==> src/rtl/core/srrw_pkg.sv <==
// package: types, constants and register indexes of the selective-repeat receive window
`timescale 1ns / 1ps
package srrw_pkg;

  localparam int MAX_WINDOW       = 32;
  localparam int MAX_FRAMES       = 1024;
  localparam int FRAME_DATA_BYTES = 1024;

  localparam int SEQ_W     = 10;
  localparam int LEN_W     = 11;
  localparam int BYTES_W   = 21;
  localparam int WIN_W     = 6;
  localparam int FRAMES_W  = 11;
  localparam int CFG_IDX_W = 1;
  localparam int CFG_DAT_W = 11;

  localparam int MAP_W   = MAX_WINDOW;
  localparam int SHIFT_W = $clog2(MAX_WINDOW + 1);
  localparam int OFF_W   = (MAX_WINDOW > 1) ? $clog2(MAX_WINDOW) : 1;
  localparam int CNT_W   = $clog2(MAX_FRAMES + 1);
  localparam int NE_W    = $clog2(MAX_FRAMES + MAX_WINDOW + 1);
  localparam int LIM_W   = NE_W + 1;

  localparam logic [CFG_IDX_W-1:0] REG_WIN_WIDTH         = CFG_IDX_W'(0);
  localparam logic [CFG_IDX_W-1:0] REG_FRAMES_PER_BUFFER = CFG_IDX_W'(1);

  localparam logic [WIN_W-1:0]    WIN_WIDTH_RESET         = WIN_W'(4);
  localparam logic [FRAMES_W-1:0] FRAMES_PER_BUFFER_RESET = FRAMES_W'(256);

  typedef struct packed {
    logic [SEQ_W-1:0] seq_number;
    logic             frame_error;
    logic             end_flag;
    logic [LEN_W-1:0] data_bytes;
  } in_item_t;

  typedef struct packed {
    logic [SEQ_W-1:0]   ack_seq;
    logic               ack_negative;
    logic               store_enable;
    logic [SEQ_W-1:0]   store_slot;
    logic               buffer_complete;
    logic [BYTES_W-1:0] buffer_bytes;
    logic               transfer_complete;
  } out_item_t;

  // frames_per_buffer clamped into 1..MAX_FRAMES
  function automatic logic [CNT_W-1:0] eff_frames(input logic [FRAMES_W-1:0] f);
    logic [CNT_W-1:0] r;
    if (f == '0) r = CNT_W'(1);
    else if (32'(f) > MAX_FRAMES) r = CNT_W'(MAX_FRAMES);
    else r = CNT_W'(f);
    return r;
  endfunction

  // byte total of a full buffer
  function automatic logic [BYTES_W-1:0] full_bytes(input logic [CNT_W-1:0] n);
    return BYTES_W'(n * BYTES_W'(FRAME_DATA_BYTES));
  endfunction

endpackage

==> src/rtl/core/selective_repeat_receive_window_unit.sv <==
// selective-repeat receive window: acks, slot assignment, window slide and buffer completion
`timescale 1ns / 1ps
// One frame word in, one result word out per frame. A frame is registered on
// input and evaluated against the window state once the output register is
// free or being read (a priority find over the 32-bit received map slides the
// window), so the block takes one frame per cycle while the output is not
// stalled; the result is registered in the output register, and a full output
// register lets the next frame enter while a result waits. Configuration writes
// (index 0 window width, index 1 frames_per_buffer) are always ready and are
// meant to be issued only while no frame is in flight.
module selective_repeat_receive_window_unit (
  input  logic                              clk,
  input  logic                              rst,
  input  logic                              in_valid,
  output logic                              in_ready,
  input  srrw_pkg::in_item_t                in_data,
  output logic                              out_valid,
  input  logic                              out_ready,
  output srrw_pkg::out_item_t               out_data,
  input  logic                              cfg_valid,
  output logic                              cfg_ready,
  input  logic [srrw_pkg::CFG_IDX_W-1:0]    cfg_index,
  input  logic [srrw_pkg::CFG_DAT_W-1:0]    cfg_data
);
  import srrw_pkg::*;

  // configuration
  logic [WIN_W-1:0]    win_width;
  logic [FRAMES_W-1:0] frames_per_buffer;

  // window state
  logic [NE_W-1:0]    next_expected;
  logic [MAP_W-1:0]   received_map;
  logic [CNT_W-1:0]   expected_count;
  logic [BYTES_W-1:0] final_bytes;
  logic               end_seen;

  // input stage
  logic     s1_valid;
  in_item_t s1_item;
  logic     advance;

  // step logic
  logic [WIN_W-1:0]   w_eff;
  logic [CNT_W-1:0]   f_eff;
  logic [MAP_W-1:0]   win_mask;
  logic [MAP_W-1:0]   map_m;
  logic [SHIFT_W-1:0] run_shift;
  logic [LIM_W-1:0]   win_limit;
  logic [NE_W-1:0]    seq_ext;
  logic [OFF_W-1:0]   offset;
  logic [LEN_W-1:0]   len_sat;
  logic               accept_frame;
  logic               store;
  logic               done;
  logic [NE_W-1:0]    next_expected_next;
  logic [MAP_W-1:0]   received_map_next;
  logic [CNT_W-1:0]   expected_count_next;
  logic [BYTES_W-1:0] final_bytes_next;
  logic               end_seen_next;
  out_item_t          result;
  logic [CNT_W-1:0]   cfg_frames_eff;

  assign advance   = s1_valid && (!out_valid || out_ready);
  assign in_ready  = !s1_valid || advance;
  assign cfg_ready = 1'b1;

  always_comb begin
    if (win_width == '0) w_eff = WIN_W'(1);
    else if (32'(win_width) > MAX_WINDOW) w_eff = WIN_W'(MAX_WINDOW);
    else w_eff = win_width;

    f_eff = eff_frames(frames_per_buffer);

    if (32'(w_eff) >= MAP_W) win_mask = '1;
    else win_mask = (MAP_W'(1) << w_eff) - MAP_W'(1);
    map_m = received_map & win_mask;

    // first missing frame above the head; bits beyond the window are clear
    run_shift = SHIFT_W'(MAP_W);
    for (int i = MAP_W - 1; i >= 1; i--) begin
      if (!map_m[i]) run_shift = SHIFT_W'(i);
    end

    seq_ext   = NE_W'(s1_item.seq_number);
    win_limit = LIM_W'(next_expected) + LIM_W'(w_eff);
    offset    = OFF_W'(seq_ext - next_expected);
    len_sat   = (32'(s1_item.data_bytes) > FRAME_DATA_BYTES) ?
                LEN_W'(FRAME_DATA_BYTES) : s1_item.data_bytes;

    accept_frame = !s1_item.frame_error && (CNT_W'(s1_item.seq_number) < f_eff) &&
                   (LIM_W'(seq_ext) < win_limit);

    store               = 1'b0;
    next_expected_next  = next_expected;
    received_map_next   = map_m;
    expected_count_next = expected_count;
    final_bytes_next    = final_bytes;
    end_seen_next       = end_seen;

    if (accept_frame) begin
      if (seq_ext == next_expected) begin
        store              = 1'b1;
        received_map_next  = map_m >> run_shift;
        next_expected_next = next_expected + NE_W'(run_shift);
      end else if (seq_ext > next_expected) begin
        if (!map_m[offset]) begin
          store                     = 1'b1;
          received_map_next[offset] = 1'b1;
        end
      end
      if (s1_item.end_flag) begin
        final_bytes_next = BYTES_W'(s1_item.seq_number * BYTES_W'(FRAME_DATA_BYTES)) +
                           BYTES_W'(len_sat);
        expected_count_next = CNT_W'(s1_item.seq_number) + CNT_W'(1);
        end_seen_next       = 1'b1;
      end
    end

    done = (LIM_W'(next_expected_next) >= LIM_W'(expected_count_next));

    result.ack_seq           = s1_item.seq_number;
    result.ack_negative      = s1_item.frame_error;
    result.store_enable      = store;
    result.store_slot        = store ? s1_item.seq_number : '0;
    result.buffer_complete   = done;
    result.buffer_bytes      = done ? final_bytes_next : '0;
    result.transfer_complete = done && end_seen_next;

    cfg_frames_eff = eff_frames(cfg_data);
  end

  always_ff @(posedge clk) begin
    if (rst) begin
      s1_valid <= 1'b0;
    end else if (in_ready) begin
      s1_valid <= in_valid;
    end
    if (in_ready && in_valid) begin
      s1_item <= in_data;
    end
  end

  always_ff @(posedge clk) begin
    if (rst) begin
      out_valid <= 1'b0;
    end else if (advance) begin
      out_valid <= 1'b1;
    end else if (out_ready) begin
      out_valid <= 1'b0;
    end
    if (advance) begin
      out_data <= result;
    end
  end

  always_ff @(posedge clk) begin
    if (rst) begin
      win_width         <= WIN_WIDTH_RESET;
      frames_per_buffer <= FRAMES_PER_BUFFER_RESET;
      next_expected     <= '0;
      received_map      <= '0;
      expected_count    <= eff_frames(FRAMES_PER_BUFFER_RESET);
      final_bytes       <= full_bytes(eff_frames(FRAMES_PER_BUFFER_RESET));
      end_seen          <= 1'b0;
    end else if (advance) begin
      if (done) begin
        next_expected  <= '0;
        received_map   <= '0;
        expected_count <= f_eff;
        final_bytes    <= full_bytes(f_eff);
        end_seen       <= 1'b0;
      end else begin
        next_expected  <= next_expected_next;
        received_map   <= received_map_next;
        expected_count <= expected_count_next;
        final_bytes    <= final_bytes_next;
        end_seen       <= end_seen_next;
      end
    end else if (cfg_valid && cfg_ready) begin
      unique case (cfg_index)
        REG_WIN_WIDTH: begin
          win_width <= WIN_W'(cfg_data);
        end
        REG_FRAMES_PER_BUFFER: begin
          frames_per_buffer <= cfg_data;
          // buffer size follows the register until an end frame fixes it
          if (!end_seen) begin
            expected_count <= cfg_frames_eff;
            final_bytes    <= full_bytes(cfg_frames_eff);
          end
        end
        default: begin
        end
      endcase
    end
  end

  // completion returns the window to its start
  a_restart: assert property (@(posedge clk) disable iff (rst)
    advance && done |=> next_expected == '0 && received_map == '0 && !end_seen)
    else $error("window not restarted after buffer completion");

  // the head frame is never marked as already held
  a_head_clear: assert property (@(posedge clk) disable iff (rst)
    !received_map[0])
    else $error("received map marks the expected frame");

  // a processed frame always lands in the output register
  a_result: assert property (@(posedge clk) disable iff (rst)
    advance |=> out_valid && out_data.ack_seq == $past(s1_item.seq_number))
    else $error("frame result lost");

  // a final buffer is always a completed buffer
  a_final: assert property (@(posedge clk) disable iff (rst)
    advance && result.transfer_complete |=> out_data.buffer_complete && $past(end_seen_next))
    else $error("transfer complete without buffer completion");

endmodule

==> config.mk <==
export PLATFORM = sky130hd
export DESIGN_NAME = selective_repeat_receive_window_unit
export DESIGN_NICKNAME = d
export VERILOG_FILES = /design/src/rtl/core/srrw_pkg.sv /design/src/rtl/core/selective_repeat_receive_window_unit.sv
export SDC_FILE = /design/constraint.sdc
export NUM_CORES = 1
export LEC_CHECK = 0
export BUFFER_PORTS_ARGS = -buffer_cell sky130_fd_sc_hd__buf_2
export CAP_MARGIN = 20
export CORE_ASPECT_RATIO = 0.6
export CORE_MARGIN = 5
export CORE_UTILIZATION = 50
export DETAILED_ROUTE_END_ITERATION = 8
export MAX_ROUTING_LAYER = met4
export PLACE_DENSITY = 0.72
export SETUP_SLACK_MARGIN = 0.02
export SYNTH_ARGS = -nofsm -noshare
export SYNTH_HDL_FRONTEND = slang
export SYNTH_SLANG_ARGS = --single-unit
==> constraint.sdc <==
create_clock -name clk -period 12.5 [get_ports clk]
set_input_delay 1.25 -clock clk [delete_from_list [all_inputs] [get_ports clk]]
set_output_delay 1.25 -clock clk [all_outputs]
set_load 0.01 [all_outputs]
==> impl_results.md <==
* Outcome: finished, final reports clean
* Nets at about 1600
* DRC errors left at 0
* Initial Util at 0.5080
* Headroom to the max-slew limit at 0.2798
* Critical Path RT at 12.88 ns
* Total number of yosys warnings at 0
* Fmax at slightly below 0.1 GHz
* Cell taking the most area after synthesis: edfxtp_1
* Main synth FF type: dfxtp_1
* Number of CTS-inserted buffers at 17
* Cell Pwr Density at around 99 nW/um^2
* Sequential Power Share at 0.441
* Max_cap viols at 0
* Pin count of the biggest net entering global routing at around 70
* Buffers on Ports at 86
* Crit Path Category: reg2reg
* Clk pwr share at 0.408
* Iter 0 DRT Violations at 2121
* GR peak layer: met1
* Net switching power at just over 400 uW
* Clock Latency Late Sink at approximately 0.46 ns
* GRT met3 Usage at 0.1958
* Post-CTS Setup Bufs at 0
* # resized after CTS at 0
* Leakage at 5.337 nW
* Tmin final at approximately 10 ns
* Drt total wl at between 50000 and 60000 um
* Crit Reg-Reg Startpoint: win_width[4]
* Crit Path Max Fanout at 30
* Vias in the first global route at about 11000
* Placer Congestion at roughly 1.0
* GR Util met2 at 0.4293
* EDFF count, synth at slightly below 70
* RSZ-0062 raised after global routing: false
* Setup TNS at 0 ns
* CTS H-tree depth at 4
* Pre-CTS setup slack at around 2.7 ns
* Clock slew at reported path FFs at roughly 0.080 ns
* Endpoints failing setup at 0
* Max-slew violation count at 0
* Fin crit share at 0.8263
* Final ANT Viol Nets at 0
* Layout area overhead at 10.36%
* Switching share of power at 0.3095
* GRT overflow at 0
* Top delay family on crit path: simple AND/OR/NAND/NOR gates
* Cell Int Power at approximately 930 uW
* Die X at about 210 um
* Dpl hpwl at a little under 40000 um
* 1st-pass router iterations at 6
* HP Class: reg2reg
* Setup slack, reg-to-reg at about 2.2 ns
* Sequential area share after synthesis at 0.3212
* IO Count at 88
* Vias/cell at slightly below 7
* DR vias at ~13000
* Worst Setup Start Kind: flop
* Worst r2r dst: received_map[3]
* Crit path depth at 32
* Diode count at 0
* Initial antenna violation count at 2
* CP endpoint kind: flop
* Comb power frac at 0.151
* Largest cells by area after synthesis: edfxtp_1 (17%), dfxtp_1 (15%), mux2i_1 (8.6%), ha_1 (5.6%), a21oi_1 (4.7%)
* Avg WL per Cell at around 29 um
* Slowest CP cell: dfxtp_1
* Share of layout cells above drive strength 1 at 0.1272
* Synth unique cells at 96
* Core outline area at about 24000 um^2
* Global-route wire length before repair at between 70000 and 80000 um
* Synth Cell Area at approximately 12000 um^2
* Post-CTS Hold Fix Bufs at 0
* Fin. Hold Viols at 0
* Slowest cell delay on critical path at around 0.96 ns
* Critical path destination: received_map[3]
* Total chip power at 1.344 mW
* Ys async rst share at 0
* Cell row count at 44
* Clock buffer depth at 2
* TritonCTS clock tree: yes
* Post-Synthesis Cells at 1449
* Die area at ~28000 um^2
* Final WS setup at approximately 2.2 ns
* #FFs+latches synth at between 150 and 200
* Clock root cell: clkbuf_16
* Setup Skew at roughly 0.011 ns
* Crit. Startpoint: win_width[4]
* Met1 Track Usage GR at 0.5759
* Maximum vdd ir drop at 0.00009485 V
* Yosys top cell area share at 0.1663
* Clk sinks at 163
* Avg Cell Area, Syn at between 8 and 9 um^2
* Die H at approximately 130 um
* Critical Path AT at 10.70 ns
* Gr usage total at 0.3751
* Cells on worst reg2reg path at 32
* Worst slew pin tran at between 1 and 1.5 ns
* CP Buf/Inv Count at 4
-- layout by cell type (no fill, tap or decap), drive strengths merged, types with 14 or more instances in the layout --
master	synthesis	final
nand2	114	114
o21a	15	15
nor2b	15	15
a21oi	116	116
and2	18	18
o21ai	96	96
nor4	14	14
nor3	35	35
clkbuf	59	18
o211ai	21	21
a31oi	18	18
nor2	147	147
buf	41	127
xnor2	30	30
ha	55	55
dfxtp	95	95
o31ai	16	16
edfxtp	68	68
inv	40	50
nand3	40	40
a22oi	38	38
mux2i	105	105
-- final cells by class --
| type | instances | area [um^2] |
|---|---|---|
| fillers | 2211 | 10620 |
| flip-flops and latches | 163 | 3945 |
| inverters | 42 | 157.7 |
| clock buffers | 18 | 439.2 |
| repair buffers | 127 | 735.7 |
| well taps | 322 | 402.9 |
| multi-input cells | 1145 | 7714 |
| clock inverters | 14 | 156.4 |
-- sequential cells by signal, indices dropped and copies added, names as in the netlist --
name	cells
expected_count	11
win_width	6
out_valid	1
out_data	45
end_seen	1
s1_item	12
received_map	32
frames_per_buffer	11
result	11
s1_valid	1
next_expected	11
final_bytes	21
-- metal layers --
layer	wire length (um)	vias to the layer above	share of wire
met5	0	-	0
met4	605	0	0.012
met3	9567	65	0.18
met2	18520	955	0.35
met1	23810	6109	0.45
li1	-	5575	-
-- power by group through the flow --
stage	Combinational [mW]	Sequential, mW	Clock, mW
floorplan	0.121	0.602	0
global placement	0.192	0.603	0
detailed placement	0.193	0.603	0
CTS	0.194	0.592	0.550
global route	0.215	0.594	0.572
finish	0.203	0.593	0.548
-- synthesized netlist by cell type (7+ instances only) --
| library cell | number |
|---|---|
| a221oi_1 | 13 |
| o21a_1 | 15 |
| a211oi_1 | 9 |
| inv_1 | 37 |
| buf_6 | 7 |
| buf_1 | 7 |
| edfxtp_1 | 68 |
| o211ai_1 | 21 |
| o2111ai_1 | 9 |
| a21boi_0 | 8 |
| ha_1 | 55 |
| nand3_1 | 40 |
| a21oi_1 | 116 |
| dfxtp_1 | 95 |
| nand2b_1 | 13 |
| o21ai_0 | 71 |
| nor2_1 | 146 |
| mux2i_1 | 105 |
| nor2b_1 | 15 |
| o21ai_1 | 23 |
| a21o_1 | 13 |
| nor3_1 | 34 |
| nand3b_1 | 13 |
| xnor2_1 | 30 |
| nand2_1 | 114 |
| nand4_1 | 11 |
| o211a_1 | 10 |
| a31oi_1 | 18 |
| and2_1 | 18 |
| xor2_1 | 8 |
| and3_1 | 8 |
| a32oi_1 | 7 |
| nor4_1 | 14 |
| a22oi_1 | 38 |
| o31ai_1 | 13 |
| buf_2 | 21 |
| clkbuf_1 | 58 |
-- per-stage QoR --
stage	cell area (um^2)	std cells	util	hold WS (ns)
3_5_place_dp	12950	1799	0.5360	0.4696
2_1_floorplan	12280	1450	-	0.4273
4_1_cts	13550	1831	0.5607	0.4792
6_report	13550	1831	0.5607	0.4808
3_3_place_gp	12950	1798	0.5358	0.4575
5_1_grt	13550	1831	0.5607	0.5071
-- how the worst min path moves through the flow --
stage | start | to | slack [ns] | cells past startpoint
after floorplan | result[34] | out_data[34] | 0.43 | 0
after global placement | frames_per_buffer[0] | frames_per_buffer[0] | 0.46 | 2
after detailed placement | frames_per_buffer[0] | frames_per_buffer[0] | 0.47 | 2
after CTS | frames_per_buffer[0] | frames_per_buffer[0] | 0.48 | 2
after global routing | frames_per_buffer[3] | frames_per_buffer[3] | 0.51 | 2
final | frames_per_buffer[0] | frames_per_buffer[0] | 0.48 | 2
-- tightest hold or removal path, stage by stage (launching register included) --
cell and delay (ns):
dfxtp_1 0.32, nand2_1 0.06, a21oi_1 0.06
-- cells by family after synthesis --
logic type,count (synthesis),share of synthesized area
adder cells (fa/ha/maj),58,0.06012
AND/OR/NAND/NOR,475,0.1901
XOR/XNOR,38,0.02711
multiplexers,109,0.09294
flip-flops,163,0.3212
buffers and inverters,142,0.05177
other,1,0.0003054
AO/OA/AOI/OAI,463,0.2565
Note: power is estimated with default switching activity, not from simulation.
